### src/sv/atc_pkg.sv
// ----------------------------------------------------------------------------
// atc_pkg
// Shared types, codes and constants of the text console cursor engine.
// ----------------------------------------------------------------------------
package atc_pkg;

	// configuration register indexes
	localparam logic [1:0] REG_CELL_WIDTH    = 2'd0;
	localparam logic [1:0] REG_CELL_HEIGHT   = 2'd1;
	localparam logic [1:0] REG_SCREEN_WIDTH  = 2'd2;
	localparam logic [1:0] REG_SCREEN_HEIGHT = 2'd3;

	localparam logic [6:0]  RST_CELL_WIDTH    = 7'd8;
	localparam logic [6:0]  RST_CELL_HEIGHT   = 7'd8;
	localparam logic [12:0] RST_SCREEN_WIDTH  = 13'd1024;
	localparam logic [12:0] RST_SCREEN_HEIGHT = 13'd768;
	localparam logic [23:0] RST_COLOR         = 24'hFFFFFF;

	// byte codes
	localparam logic [7:0] CH_ESC  = 8'h1B;
	localparam logic [7:0] CH_LBR  = 8'h5B;
	localparam logic [7:0] CH_SEMI = 8'h3B;
	localparam logic [7:0] CH_LF   = 8'h0A;
	localparam logic [7:0] CH_CR   = 8'h0D;
	localparam logic [7:0] CH_TAB  = 8'h09;
	localparam logic [7:0] CH_SGR  = 8'h6D;
	localparam logic [7:0] CH_CUP  = 8'h48;
	localparam logic [7:0] CH_ED   = 8'h4A;
	localparam logic [7:0] CH_EL   = 8'h4B;
	localparam logic [7:0] CH_D0   = 8'h30;
	localparam logic [7:0] CH_D9   = 8'h39;

	// SGR color ranges and erase modes
	localparam logic [15:0] SGR_FG_LO     = 16'd30;
	localparam logic [15:0] SGR_FG_HI     = 16'd37;
	localparam logic [15:0] SGR_BRIGHT_LO = 16'd90;
	localparam logic [15:0] SGR_BRIGHT_HI = 16'd97;
	localparam logic [15:0] SGR_BRIGHT_OFS = 16'd82;
	localparam logic [15:0] SGR_RESET     = 16'd0;
	localparam logic [15:0] ERASE_BELOW   = 16'd0;
	localparam logic [15:0] ERASE_ALL     = 16'd2;
	localparam logic [15:0] PARAM_MAX     = 16'd65535;

	// parser phases
	localparam logic [1:0] PH_GROUND = 2'd0;
	localparam logic [1:0] PH_ESC    = 2'd1;
	localparam logic [1:0] PH_CSI    = 2'd2;

	localparam int QDEPTH = 2;
	localparam int QAW    = 1;

	typedef enum logic [3:0] {
		BC_OTHER, BC_DIGIT, BC_SEMI, BC_ESC, BC_LBRACK, BC_LF, BC_CR, BC_TAB,
		BC_SGR, BC_CUP, BC_ED, BC_EL
	} byte_class_t;

	typedef enum logic [2:0] {
		OP_ECHO   = 3'd0,
		OP_GLYPH  = 3'd1,
		OP_FILL   = 3'd2,
		OP_SCROLL = 3'd3,
		OP_CLEAR  = 3'd4
	} cmd_op_t;

	typedef enum logic [3:0] {
		BK_IDLE, BK_LOAD, BK_DECODE, BK_FINAL, BK_SGR, BK_DIV, BK_POST, BK_OUT
	} back_state_t;

	typedef enum logic {DK_TAB, DK_ERASE} div_kind_t;

	typedef struct packed {
		logic [6:0]  cell_width;
		logic [6:0]  cell_height;
		logic [12:0] screen_width;
		logic [12:0] screen_height;
	} cfg_t;

	typedef struct packed {
		logic [7:0]  char_byte;
		logic        message_start;
		logic [23:0] message_color;
		byte_class_t cls;
	} queue_item_t;

	typedef struct packed {
		cmd_op_t     op;
		logic [15:0] pos_x;
		logic [15:0] pos_y;
		logic [12:0] rect_w;
		logic [12:0] rect_h;
		logic [23:0] draw_color;
		logic [7:0]  glyph_code;
	} cmd_t;

	typedef struct packed {
		cmd_t        cmd;
		logic        echo_valid;
		logic [7:0]  echo_byte;
		logic        last;
	} result_t;

	function automatic byte_class_t classify(input logic [7:0] b);
		byte_class_t c;
		c = BC_OTHER;
		if (b >= CH_D0 && b <= CH_D9) c = BC_DIGIT;
		else begin
			case (b)
				CH_SEMI: c = BC_SEMI;
				CH_ESC:  c = BC_ESC;
				CH_LBR:  c = BC_LBRACK;
				CH_LF:   c = BC_LF;
				CH_CR:   c = BC_CR;
				CH_TAB:  c = BC_TAB;
				CH_SGR:  c = BC_SGR;
				CH_CUP:  c = BC_CUP;
				CH_ED:   c = BC_ED;
				CH_EL:   c = BC_EL;
				default: c = BC_OTHER;
			endcase
		end
		return c;
	endfunction

	function automatic logic [23:0] palette(input logic [3:0] idx);
		logic [23:0] c;
		case (idx)
			4'd0:    c = 24'h000000;
			4'd1:    c = 24'hAA0000;
			4'd2:    c = 24'h00AA00;
			4'd3:    c = 24'hAAAA00;
			4'd4:    c = 24'h0000AA;
			4'd5:    c = 24'hAA00AA;
			4'd6:    c = 24'h00AAAA;
			4'd7:    c = 24'hAAAAAA;
			4'd8:    c = 24'h555555;
			4'd9:    c = 24'hFF5555;
			4'd10:   c = 24'h55FF55;
			4'd11:   c = 24'hFFFF55;
			4'd12:   c = 24'h5555FF;
			4'd13:   c = 24'hFF55FF;
			4'd14:   c = 24'h55FFFF;
			default: c = 24'hFFFFFF;
		endcase
		return c;
	endfunction

endpackage

### src/sv/atc_front.sv
// ----------------------------------------------------------------------------
// atc_front
// Input side: takes byte transactions, classifies them, queues two entries.
// ----------------------------------------------------------------------------
module atc_front (
	input  logic                 clk,
	input  logic                 arst_n,
	input  logic                 s_axis_tvalid,
	output logic                 s_axis_tready,
	input  logic [31:0]          s_axis_tdata,  // char_byte, message_color
	input  logic                 s_axis_tuser,  // message_start
	output logic                 q_valid,
	input  logic                 q_pop,
	output atc_pkg::queue_item_t q_item
);
	import atc_pkg::*;

	queue_item_t      mem [QDEPTH];
	logic [QAW-1:0]   wr_ptr_q, rd_ptr_q;
	logic [QAW:0]     count_q;
	logic             push;

	assign s_axis_tready = (count_q != (QAW+1)'(QDEPTH));
	assign q_valid       = (count_q != '0);
	assign push          = s_axis_tvalid && s_axis_tready;

	always_ff @(posedge clk) begin
		if (push) begin
			mem[wr_ptr_q] <= '{char_byte: s_axis_tdata[7:0],
			                   message_start: s_axis_tuser,
			                   message_color: s_axis_tdata[31:8],
			                   cls: classify(s_axis_tdata[7:0])};
		end
		if (q_pop) begin
			q_item <= mem[rd_ptr_q];
		end
	end

	always_ff @(posedge clk or negedge arst_n) begin
		if (!arst_n) begin
			wr_ptr_q <= '0;
			rd_ptr_q <= '0;
			count_q  <= '0;
		end else begin
			if (push) wr_ptr_q <= wr_ptr_q + 1'b1;
			if (q_pop) rd_ptr_q <= rd_ptr_q + 1'b1;
			if (push && !q_pop) count_q <= count_q + 1'b1;
			else if (!push && q_pop) count_q <= count_q - 1'b1;
		end
	end

endmodule

### src/sv/atc_div.sv
// ----------------------------------------------------------------------------
// atc_div
// Restoring divider, one quotient bit per cycle.
// ----------------------------------------------------------------------------
module atc_div #(
	parameter int DDW = 16,
	parameter int DVW = 11
) (
	input  logic           clk,
	input  logic           arst_n,
	input  logic           start,
	input  logic [DDW-1:0] dividend,
	input  logic [DVW-1:0] divisor,
	output logic           done,
	output logic [DDW-1:0] quotient
);
	localparam int CW = $clog2(DDW+1);

	logic [DDW-1:0] q_q;
	logic [DVW-1:0] r_q, d_q;
	logic [CW-1:0]  cnt_q;
	logic           busy_q, done_q;
	logic [DVW:0]   trial;
	logic           ge;

	assign trial    = {r_q, q_q[DDW-1]};
	assign ge       = (trial >= {1'b0, d_q});
	assign done     = done_q;
	assign quotient = q_q;

	always_ff @(posedge clk) begin
		if (start) begin
			q_q <= dividend;
			r_q <= '0;
			d_q <= divisor;
		end else if (busy_q) begin
			q_q <= {q_q[DDW-2:0], ge};
			r_q <= ge ? DVW'(trial - {1'b0, d_q}) : trial[DVW-1:0];
		end
	end

	always_ff @(posedge clk or negedge arst_n) begin
		if (!arst_n) begin
			busy_q <= 1'b0;
			done_q <= 1'b0;
			cnt_q  <= '0;
		end else begin
			done_q <= busy_q && (cnt_q == CW'(1));
			if (start) begin
				busy_q <= 1'b1;
				cnt_q  <= CW'(DDW);
			end else if (busy_q) begin
				cnt_q <= cnt_q - 1'b1;
				if (cnt_q == CW'(1)) busy_q <= 1'b0;
			end
		end
	end

endmodule

### src/sv/atc_back.sv
// ----------------------------------------------------------------------------
// atc_back
// Execution side: CSI parser, cursor, colors and command generation.
// ----------------------------------------------------------------------------
module atc_back #(
	parameter int MAX_PARAMS  = 4,
	parameter int TAB_CELLS   = 4,
	parameter int COORD_BITS  = 16
) (
	input  logic                 clk,
	input  logic                 arst_n,
	input  atc_pkg::cfg_t        cfg,
	input  logic                 q_valid,
	output logic                 q_pop,
	input  atc_pkg::queue_item_t q_item,
	output logic                 res_valid,
	input  logic                 res_ready,
	output atc_pkg::result_t     res
);
	import atc_pkg::*;

	localparam int CB  = COORD_BITS;
	localparam int DDW = (CB > 13) ? CB : 13;
	localparam int XW  = DDW + 1;
	localparam int TWW = 7 + $clog2(TAB_CELLS);
	localparam int TPW = XW + TWW;
	localparam int PCW = $clog2(MAX_PARAMS + 1);
	localparam int PIW = $clog2(MAX_PARAMS);
	localparam int MW  = 23;
	localparam logic [CB-1:0] CMAX = '1;

	back_state_t     state_q, state_d;
	logic [7:0]      byte_q;
	byte_class_t     cls_q;
	logic [CB-1:0]   cur_x_q, cur_x_d, cur_y_q, cur_y_d;
	logic [23:0]     act_q, act_d, base_q, base_d;
	logic [1:0]      phase_q, phase_d;
	logic [15:0]     pstore_q [MAX_PARAMS];
	logic [PCW-1:0]  pcnt_q, pcnt_d;
	logic [15:0]     acc_q, acc_d;
	logic            seen_q, seen_d;
	cmd_t            res_q [2];
	cmd_t            res_d [2];
	logic [1:0]      rn_q, rn_d;
	logic            ridx_q, ridx_d;
	logic [PIW-1:0]  sgr_i_q, sgr_i_d;
	div_kind_t       divk_q, divk_d;
	logic            push_en;
	logic [15:0]     push_val;
	logic            div_start, div_done;
	logic [DDW-1:0]  div_dvd, div_quo;
	logic [TWW-1:0]  div_dvs;

	// derived geometry
	logic [6:0]      cw_e, ch_e;
	logic [12:0]     maxx, maxy;
	logic [TWW-1:0]  tw;
	logic [DDW-1:0]  cx, cy;
	logic [12:0]     w_rem;
	cmd_t            fill_row;

	assign cw_e = (cfg.cell_width == '0) ? 7'd1 : cfg.cell_width;
	assign ch_e = (cfg.cell_height == '0) ? 7'd1 : cfg.cell_height;
	assign maxx = (cfg.screen_width >= 13'(cw_e)) ? cfg.screen_width - 13'(cw_e) : '0;
	assign maxy = (cfg.screen_height >= 13'(ch_e)) ? cfg.screen_height - 13'(ch_e) : '0;
	assign tw   = TWW'(cw_e) * TWW'(TAB_CELLS);
	assign cx   = DDW'(cur_x_q);
	assign cy   = DDW'(cur_y_q);
	assign w_rem = (DDW'(cfg.screen_width) > cx) ? 13'(DDW'(cfg.screen_width) - cx) : '0;

	always_comb begin
		fill_row = '0;
		fill_row.op = OP_FILL;
		fill_row.pos_x = 16'(cur_x_q);
		fill_row.pos_y = 16'(cur_y_q);
		fill_row.rect_w = w_rem;
		fill_row.rect_h = 13'(ch_e);
	end

	// text cursor movement before wrap
	logic [CB-1:0]  tx_nx, tx_ny;
	logic           tx_glyph;
	logic [XW-1:0]  sum_x, sum_y;
	logic [TPW-1:0] tab_prod;

	assign sum_x    = XW'(cx) + XW'(cw_e);
	assign sum_y    = XW'(cy) + XW'(ch_e);
	assign tab_prod = TPW'(XW'(div_quo) + XW'(1)) * TPW'(tw);

	always_comb begin
		tx_nx    = cur_x_q;
		tx_ny    = cur_y_q;
		tx_glyph = 1'b0;
		if (state_q == BK_POST) begin
			tx_nx = (tab_prod > TPW'(CMAX)) ? CMAX : CB'(tab_prod);
		end else begin
			case (cls_q)
				BC_LF: begin
					tx_nx = '0;
					tx_ny = (sum_y > XW'(CMAX)) ? CMAX : CB'(sum_y);
				end
				BC_CR: tx_nx = '0;
				default: begin
					tx_nx = (sum_x > XW'(CMAX)) ? CMAX : CB'(sum_x);
					tx_glyph = (sum_x <= XW'(cfg.screen_width)) &&
					           (sum_y <= XW'(cfg.screen_height));
				end
			endcase
		end
	end

	// wrap and scroll
	logic [CB-1:0] fx, fy, wy;
	logic [XW-1:0] wsum;
	logic          scroll;

	assign wsum = XW'(tx_ny) + XW'(ch_e);
	always_comb begin
		wy = (wsum > XW'(CMAX)) ? CMAX : CB'(wsum);
		if (DDW'(tx_nx) > DDW'(maxx)) begin
			fx = '0;
			fy = wy;
		end else begin
			fx = tx_nx;
			fy = tx_ny;
		end
		scroll = (DDW'(fy) > DDW'(maxy)) && (13'(ch_e) < cfg.screen_height);
		if (scroll) fy = (DDW'(fy) >= DDW'(ch_e)) ? CB'(DDW'(fy) - DDW'(ch_e)) : '0;
	end

	// parameter reads
	logic [15:0]    p0, p1, pg, row, col, mode;
	logic [MW-1:0]  prod_y, prod_x;
	logic [19:0]    acc10;
	logic [DDW+6:0] nch;

	assign p0     = pstore_q[0];
	assign p1     = pstore_q[1];
	assign pg     = pstore_q[sgr_i_q];
	assign row    = (pcnt_q != '0) ? p0 : 16'd1;
	assign col    = (pcnt_q > PCW'(1)) ? p1 : 16'd1;
	assign mode   = (pcnt_q != '0) ? p0 : ERASE_BELOW;
	assign prod_y = (row == '0) ? '0 : MW'(row - 16'd1) * MW'(ch_e);
	assign prod_x = (col == '0) ? '0 : MW'(col - 16'd1) * MW'(cw_e);
	assign acc10  = 20'(acc_q) * 20'd10 + 20'(byte_q[3:0]);
	assign nch    = (DDW+7)'(div_quo) * (DDW+7)'(ch_e);

	always_comb begin
		logic [1:0] k;
		k          = '0;
		state_d    = state_q;
		cur_x_d    = cur_x_q;
		cur_y_d    = cur_y_q;
		act_d      = act_q;
		base_d     = base_q;
		phase_d    = phase_q;
		pcnt_d     = pcnt_q;
		acc_d      = acc_q;
		seen_d     = seen_q;
		res_d      = res_q;
		rn_d       = rn_q;
		ridx_d     = ridx_q;
		sgr_i_d    = sgr_i_q;
		divk_d     = divk_q;
		push_en    = 1'b0;
		push_val   = acc_q;
		div_start  = 1'b0;
		div_dvd    = cx;
		div_dvs    = tw;
		q_pop      = 1'b0;
		res_valid  = 1'b0;

		case (state_q)
			BK_IDLE: begin
				if (q_valid) begin
					q_pop   = 1'b1;
					state_d = BK_LOAD;
				end
			end
			BK_LOAD: begin
				rn_d   = '0;
				ridx_d = 1'b0;
				if (q_item.message_start) begin
					phase_d = PH_GROUND;
					pcnt_d  = '0;
					acc_d   = '0;
					seen_d  = 1'b0;
					base_d  = q_item.message_color;
					act_d   = q_item.message_color;
				end
				state_d = BK_DECODE;
			end
			BK_DECODE: begin
				state_d = BK_OUT;
				case (phase_q)
					PH_ESC: begin
						if (cls_q == BC_LBRACK) begin
							phase_d = PH_CSI;
							pcnt_d  = '0;
							acc_d   = '0;
							seen_d  = 1'b0;
						end else begin
							phase_d = PH_GROUND;
						end
					end
					PH_CSI: begin
						if (cls_q == BC_DIGIT) begin
							acc_d   = (acc10 > 20'(PARAM_MAX)) ? PARAM_MAX : acc10[15:0];
							seen_d  = 1'b1;
							state_d = BK_IDLE;
						end else begin
							push_en  = (cls_q == BC_SEMI) || seen_q;
							push_val = seen_q ? acc_q : '0;
							acc_d    = '0;
							seen_d   = 1'b0;
							if (push_en && pcnt_q < PCW'(MAX_PARAMS)) pcnt_d = pcnt_q + 1'b1;
							if (cls_q != BC_SEMI) begin
								phase_d = PH_GROUND;
								state_d = BK_FINAL;
							end
						end
					end
					default: begin
						phase_d = PH_GROUND;
						if (cls_q == BC_ESC) begin
							phase_d = PH_ESC;
						end else if (cls_q == BC_TAB) begin
							div_start = 1'b1;
							div_dvd   = cx;
							div_dvs   = tw;
							divk_d    = DK_TAB;
							state_d   = BK_DIV;
						end else begin
							if (tx_glyph) begin
								res_d[0]            = '0;
								res_d[0].op         = OP_GLYPH;
								res_d[0].pos_x      = 16'(cur_x_q);
								res_d[0].pos_y      = 16'(cur_y_q);
								res_d[0].draw_color = act_q;
								res_d[0].glyph_code = byte_q;
								k = 2'd1;
							end
							if (scroll) begin
								res_d[k[0]]    = '0;
								res_d[k[0]].op = OP_SCROLL;
								k = k + 2'd1;
							end
							rn_d    = k;
							cur_x_d = fx;
							cur_y_d = fy;
						end
					end
				endcase
			end
			BK_FINAL: begin
				state_d = BK_OUT;
				case (cls_q)
					BC_SGR: begin
						if (pcnt_q == '0) act_d = base_q;
						else begin
							sgr_i_d = '0;
							state_d = BK_SGR;
						end
					end
					BC_CUP: begin
						cur_y_d = (prod_y > MW'(CMAX)) ? CMAX : CB'(prod_y);
						cur_x_d = (prod_x > MW'(CMAX)) ? CMAX : CB'(prod_x);
					end
					BC_ED: begin
						if (mode == ERASE_ALL) begin
							res_d[0]    = '0;
							res_d[0].op = OP_CLEAR;
							rn_d        = 2'd1;
							cur_x_d     = '0;
							cur_y_d     = '0;
						end else if (mode == ERASE_BELOW && cy <= DDW'(maxy)) begin
							div_start = 1'b1;
							div_dvd   = DDW'(maxy) - cy;
							div_dvs   = TWW'(ch_e);
							divk_d    = DK_ERASE;
							state_d   = BK_DIV;
						end
					end
					BC_EL: begin
						if (mode == ERASE_BELOW) begin
							res_d[0] = fill_row;
							rn_d     = 2'd1;
						end
					end
					default: ;
				endcase
			end
			BK_SGR: begin
				if (pg >= SGR_FG_LO && pg <= SGR_FG_HI)
					act_d = palette(4'(pg - SGR_FG_LO));
				else if (pg >= SGR_BRIGHT_LO && pg <= SGR_BRIGHT_HI)
					act_d = palette(4'(pg - SGR_BRIGHT_OFS));
				else if (pg == SGR_RESET)
					act_d = base_q;
				sgr_i_d = sgr_i_q + 1'b1;
				if (PCW'(sgr_i_q) + PCW'(1) == pcnt_q) state_d = BK_OUT;
			end
			BK_DIV: begin
				if (div_done) state_d = BK_POST;
			end
			BK_POST: begin
				state_d = BK_OUT;
				if (divk_q == DK_TAB) begin
					if (scroll) begin
						res_d[0]    = '0;
						res_d[0].op = OP_SCROLL;
						rn_d        = 2'd1;
					end
					cur_x_d = fx;
					cur_y_d = fy;
				end else begin
					res_d[0] = fill_row;
					rn_d     = 2'd1;
					if (div_quo != '0) begin
						res_d[1]        = '0;
						res_d[1].op     = OP_FILL;
						res_d[1].pos_y  = 16'(sum_y);
						res_d[1].rect_w = cfg.screen_width;
						res_d[1].rect_h = 13'(nch);
						rn_d            = 2'd2;
					end
				end
			end
			BK_OUT: begin
				res_valid = 1'b1;
				if (res_ready) begin
					if (res.last) state_d = BK_IDLE;
					else ridx_d = 1'b1;
				end
			end
			default: state_d = BK_IDLE;
		endcase
	end

	always_comb begin
		res            = '0;
		res.cmd        = (rn_q == '0) ? cmd_t'('0) : res_q[ridx_q];
		res.echo_valid = !ridx_q;
		res.echo_byte  = ridx_q ? 8'd0 : byte_q;
		res.last       = (rn_q != 2'd2) || ridx_q;
	end

	atc_div #(.DDW(DDW), .DVW(TWW)) u_div (
		.clk      (clk),
		.arst_n   (arst_n),
		.start    (div_start),
		.dividend (div_dvd),
		.divisor  (div_dvs),
		.done     (div_done),
		.quotient (div_quo)
	);

	always_ff @(posedge clk) begin
		if (state_q == BK_LOAD) begin
			byte_q <= q_item.char_byte;
			cls_q  <= q_item.cls;
		end
		if (push_en && pcnt_q < PCW'(MAX_PARAMS)) pstore_q[PIW'(pcnt_q)] <= push_val;
		res_q   <= res_d;
		sgr_i_q <= sgr_i_d;
		divk_q  <= divk_d;
	end

	always_ff @(posedge clk or negedge arst_n) begin
		if (!arst_n) begin
			state_q <= BK_IDLE;
			cur_x_q <= '0;
			cur_y_q <= '0;
			act_q   <= RST_COLOR;
			base_q  <= RST_COLOR;
			phase_q <= PH_GROUND;
			pcnt_q  <= '0;
			acc_q   <= '0;
			seen_q  <= 1'b0;
			rn_q    <= '0;
			ridx_q  <= 1'b0;
		end else begin
			state_q <= state_d;
			cur_x_q <= cur_x_d;
			cur_y_q <= cur_y_d;
			act_q   <= act_d;
			base_q  <= base_d;
			phase_q <= phase_d;
			pcnt_q  <= pcnt_d;
			acc_q   <= acc_d;
			seen_q  <= seen_d;
			rn_q    <= rn_d;
			ridx_q  <= ridx_d;
		end
	end

endmodule

### src/sv/ansi_text_console_cursor_engine.sv
// ----------------------------------------------------------------------------
// ansi_text_console_cursor_engine
// Console byte stream to glyph, fill, scroll and clear commands.
// ----------------------------------------------------------------------------
// Input stream: one console byte per transaction, tuser marks the first byte
// of a message and tdata carries its base color. Output stream: one command
// per transaction with the serial echo of the byte on the first one; tlast
// marks the final command of a byte. Digits inside a CSI give no output.
// Config writes (cfg_we/cfg_index/cfg_data) must be made only while idle.
// A two-entry input queue keeps accepting while the executor is busy.
// Per byte the executor steps through pop, load and decode, then one output
// step per command for plain text and controls; a digit inside CSI ends after
// decode. A CSI final byte adds a final step and SGR one more step per
// parameter. Tab runs the shared bit-serial divider, then a post step;
// erase-below also passes through the final step before the divider.
// The output register holds a command until the receiver takes it; a
// stalled receiver stops the executor, then the queue fills and tready drops.
// Reset: cursor at 0,0, colors white, parser in ground state, config at
// 8x8 cells on 1024x768; no clearing pass is needed.
// ----------------------------------------------------------------------------
module ansi_text_console_cursor_engine #(
	parameter int MAX_PARAMS = 4,
	parameter int TAB_CELLS  = 4,
	parameter int COORD_BITS = 16
) (
	input  logic          clk,
	input  logic          arst_n,
	input  logic          s_axis_tvalid,
	output logic          s_axis_tready,
	input  logic [31:0]   s_axis_tdata,   // char_byte, message_color
	input  logic          s_axis_tuser,   // message_start
	output logic          m_axis_tvalid,
	input  logic          m_axis_tready,
	output logic [103:0]  m_axis_tdata,   // pos_x, pos_y, rect_w, rect_h,
	                                      // draw_color, glyph_code, echo_byte
	output logic [3:0]    m_axis_tuser,   // op, echo_valid
	output logic          m_axis_tlast,
	input  logic          cfg_we,
	input  logic [1:0]    cfg_index,
	input  logic [12:0]   cfg_data
);
	import atc_pkg::*;

	cfg_t        cfg_q;
	queue_item_t q_item;
	logic        q_valid, q_pop;
	result_t     res, out_q;
	logic        res_valid, res_ready, ov_q;

	always_ff @(posedge clk or negedge arst_n) begin
		if (!arst_n) begin
			cfg_q.cell_width    <= RST_CELL_WIDTH;
			cfg_q.cell_height   <= RST_CELL_HEIGHT;
			cfg_q.screen_width  <= RST_SCREEN_WIDTH;
			cfg_q.screen_height <= RST_SCREEN_HEIGHT;
		end else if (cfg_we) begin
			case (cfg_index)
				REG_CELL_WIDTH:    cfg_q.cell_width    <= cfg_data[6:0];
				REG_CELL_HEIGHT:   cfg_q.cell_height   <= cfg_data[6:0];
				REG_SCREEN_WIDTH:  cfg_q.screen_width  <= cfg_data;
				REG_SCREEN_HEIGHT: cfg_q.screen_height <= cfg_data;
				default: ;
			endcase
		end
	end

	atc_front u_front (
		.clk           (clk),
		.arst_n        (arst_n),
		.s_axis_tvalid (s_axis_tvalid),
		.s_axis_tready (s_axis_tready),
		.s_axis_tdata  (s_axis_tdata),
		.s_axis_tuser  (s_axis_tuser),
		.q_valid       (q_valid),
		.q_pop         (q_pop),
		.q_item        (q_item)
	);

	atc_back #(
		.MAX_PARAMS (MAX_PARAMS),
		.TAB_CELLS  (TAB_CELLS),
		.COORD_BITS (COORD_BITS)
	) u_back (
		.clk       (clk),
		.arst_n    (arst_n),
		.cfg       (cfg_q),
		.q_valid   (q_valid),
		.q_pop     (q_pop),
		.q_item    (q_item),
		.res_valid (res_valid),
		.res_ready (res_ready),
		.res       (res)
	);

	// output register
	assign res_ready = !ov_q || m_axis_tready;

	always_ff @(posedge clk) begin
		if (res_valid && res_ready) out_q <= res;
	end

	always_ff @(posedge clk or negedge arst_n) begin
		if (!arst_n) ov_q <= 1'b0;
		else if (res_ready) ov_q <= res_valid;
	end

	assign m_axis_tvalid = ov_q;
	assign m_axis_tdata  = {6'd0, out_q.echo_byte, out_q.cmd.glyph_code,
	                        out_q.cmd.draw_color, out_q.cmd.rect_h, out_q.cmd.rect_w,
	                        out_q.cmd.pos_y, out_q.cmd.pos_x};
	assign m_axis_tuser  = {out_q.echo_valid, out_q.cmd.op};
	assign m_axis_tlast  = out_q.last;

endmodule

### config.mk
export PLATFORM = sky130hd
export DESIGN_NAME = ansi_text_console_cursor_engine
export DESIGN_NICKNAME = d
export VERILOG_FILES = /design/src/sv/atc_pkg.sv /design/src/sv/atc_front.sv /design/src/sv/atc_div.sv /design/src/sv/atc_back.sv /design/src/sv/ansi_text_console_cursor_engine.sv
export SDC_FILE = /design/constraint.sdc
export NUM_CORES = 2
export LEC_CHECK = 0
export ABC_AREA = 1
export BUFFER_PORTS_ARGS = -buffer_cell sky130_fd_sc_hd__buf_2
export CAP_MARGIN = 20
export CORE_ASPECT_RATIO = 2
export CORE_MARGIN = 4
export CORE_UTILIZATION = 30
export CTS_BUF_LIST = sky130_fd_sc_hd__clkbuf_4 sky130_fd_sc_hd__clkbuf_8
export DETAILED_ROUTE_END_ITERATION = 6
export MAX_ROUTING_LAYER = met4
export PLACE_DENSITY_LB_ADDON = 0.3
export SYNTH_ARGS = -nofsm -noshare
export SYNTH_HDL_FRONTEND = slang
export SYNTH_HIERARCHICAL = 1
export SYNTH_SLANG_ARGS = --single-unit
### constraint.sdc
create_clock -name clk -period 38.3 [get_ports clk]
set_input_delay 0 -clock clk [delete_from_list [all_inputs] [get_ports clk]]
set_output_delay 0 -clock clk [all_outputs]
set_load 0.02 [all_outputs]
==> metrics.yaml <==
ctsResizeCount: 0
fmax_mhz: 71.6
postRouteWirelength_um: 185000
ys.flop_type: "edfxtp_1"
tightestPinTransition_ns: 1.10
drt_pre_antenna_iters: 7
mostFrequentLayoutCells: "1313 x nand2_1, 1004 x inv_1, 688 x nor2_1"
worst_path_most_repeated_cell: "nand2_1"
synth_top_area_cell: "edfxtp_1"
antenna_found_initial: 4
ff_latch_area_um2: 19400
worstSetupPathType: "register to register"
layout-drive-gt1-share_pct: 9.80
ctsHoldBuffers: 100
areaGrowthSynthToFinish_pct: 13.0
start_util_pct: 30.2
timing.final.crit_share_pct: 36.5
setup_viol: 0
gp_congestion: 0.991
syn_avg_cell_area_um2: 8.40
final_area_um2: 59200
post-cts-setup-buffer-count: 0
ys_types: 76
ios: 164
first_global_vias: 45800
peakVddDrop_v: 0.0000512
placementRows: 216
nets: 7118
syn_inst: 6235
die_x_um: 303
ys_seq_elements: 675
yosysSeqAreaShare_pct: 37.1
vias: 44100
die_area_um2: 182000
drc: 0
p_leak_nw: 27.4
slowest_delay_ns: 0.77
maxSlewViolCount: 0
hp-class: "input pin to register"
rsz0062_at_grt: "false"
outcome: "completed"
insertion_delay_ns: 0.84
cts_num_sinks: 675
hold_viol: 0
drtAntennaViolNets: 0
power.density_nw_per_um2: 84.8
port_buffers: 157
synth_edf_count: 504
synth_top_area_share_pct: 28.9
multi_input_area_um2: 28200
core_um2: 174000
die_y_um: 599
htree_levels: 3
layout_min_cycle_time_ns: 13.96
grt_overflow: 0
worst_setup_path_start_kind: "register"
placed_area_um2: 55600
cp.required_ns: 38.74
root_buffer: "clkbuf_8"
avgViaCountPerCell: 4.99
ys_warn_count: 6
skew_ns: 0.0710
clock_path_buffers: 3
slowest_stage: "buf_4"
synth.area.top_cells: "edfxtp_1 29%, fa_1 11%, nand2_1 9.4%"
hpwl_um: 144000
grt_usage_pct: 20.7
endpoint_kind: "register"
drt-initial-drc-count: 2853
cts_buffers: 105
syn_area_um2: 52400
wl_per_cell_um: 20.9
mostFrequentLayoutCell: "nand2_1"
cts_tree: "done"
tns_ns: 0
clkTransAtPathRegs_ns: 0.07
cp_max_fo: 58
n_fill_cell: 18300
async_flop_share_pct: 23.7
grt_pass1_wl_um: 277000
grt_max_degree: 79
relSlewSlack_pct: 26.6
max_cap_violations: 0
cp_data_arrival_time_ns: 14.40
==> cells in the mapped netlist (107+ instances only) <==
cell type	count
xor2_1	119
edfxtp_1	504
o21ai_0	210
fa_1	294
ha_1	331
a21oi_1	335
nand3_1	287
nor2_1	697
inv_1	1004
dfrtp_1	107
nand2_1	1315
clkbuf_1	162
==> cell families after synthesis <==
group | count (synthesis) | share of synthesized area [%]
compound gates | 891 | 9.95
buf+inv | 1263 | 9.39
flops | 675 | 37.1
simple gates | 2566 | 20.5
fa+ha+maj | 625 | 19.1
xor+xnor | 176 | 2.94
other cells | 1 | 0.00716
mux | 38 | 0.958
==> power by group <==
part	switching, mW	internal [mW]	total (mW)	leakage, nW
logic	2.04	0.925	2.97	19.5
clock network	0.323	0.392	0.715	1.31
registers	0.180	1.16	1.34	6.58
total	2.55	2.47	5.02	27.4
==> area by class of cell <==
cell class	instances	area share, %
clock buffer	154	3.32
multi-input combinational	4302	47.6
sequential	675	32.8
tap	2289	4.84
antenna	3	0.0127
inverter	1027	6.51
timing repair buffer	329	4.03
clock inverter	46	0.909
==> stage by stage <==
step / power, mW / util, % / hold WS [ns] / cells / setup WS, ns
floorplan: 3.33 / - / -0.296 / 6240 / 23.58
global placement: 4.28 / 32.1 / 0.0655 / 8518 / 24.41
detailed placement: 4.30 / 32.1 / 0.0695 / 8520 / 24.35
CTS: 5.05 / 34.1 / 0.0132 / 8820 / 24.37
global route: 5.42 / 34.1 / 0.0974 / 8824 / 23.26
finish: 5.02 / 34.1 / 0.0922 / 8825 / 24.34
==> critical path: cells and delay by family (launching register included) <==
kind                       cells  cell delay, ns
adders and majority gates      7            3.08
buffers and inverters         10            1.50
and+or+nand+nor               30            5.52
AOI/OAI and AO/OA             11            2.43
DFF                            1            0.55
xor gates and xnor gates       1            0.41
==> per-layer routing <==
layer,global-route usage [%],part of all wire (%),up-vias
met5,-,0,-
met4,15.1,9.0,0
met3,2.26,3.7,552
met2,38.4,54,1305
met1,19.6,33,21500
li1,-,-,20700
==> state kept, by name, indices dropped and copies added (netlist names), 2 cells and up, named ones only <==
name,flops
u_front/mem,74
u_back/u_div/cnt_q,5
u_back/acc_q,16
u_back/pstore_q,64
u_back/pcnt_q,3
u_back/phase_q,2
u_back/u_div/r_q,9
m_axis_tuser,4
u_back/cur_y_q,16
u_back/base_q,24
u_back/cls_q,4
u_back/act_q,24
u_back/sgr_i_q,2
u_front/count_q,2
u_back/byte_q,8
m_axis_tdata,98
u_front/q_item,37
u_back/u_div/quotient,16
u_back/state_q,3
u_back/cur_x_q,16
u_back/res_q,186
u_back/u_div/d_q,9
u_back/rn_q,2
cfg_q,40
==> final timing paths <==
kind | slack, ns | start | end | cells past startpoint
worst max-delay path | 24.34 | u_back/u_div/quotient[2] | u_back/res_q[126] | 59
worst min-delay path | 0.09 | cfg_data[3] | cfg_q[29] | 4
worst max register to register | 24.34 | u_back/u_div/quotient[2] | u_back/res_q[126] | 59
worst min register to register | 0.41 | u_front/q_item[2] | u_back/cls_q[2] | 0
max in group asynchronous | 36.92 | arst_n | u_back/acc_q[11] | 4
min in group asynchronous | 0.42 | arst_n | cfg_q[23] | 3
Power figures use the tool's default switching activity.
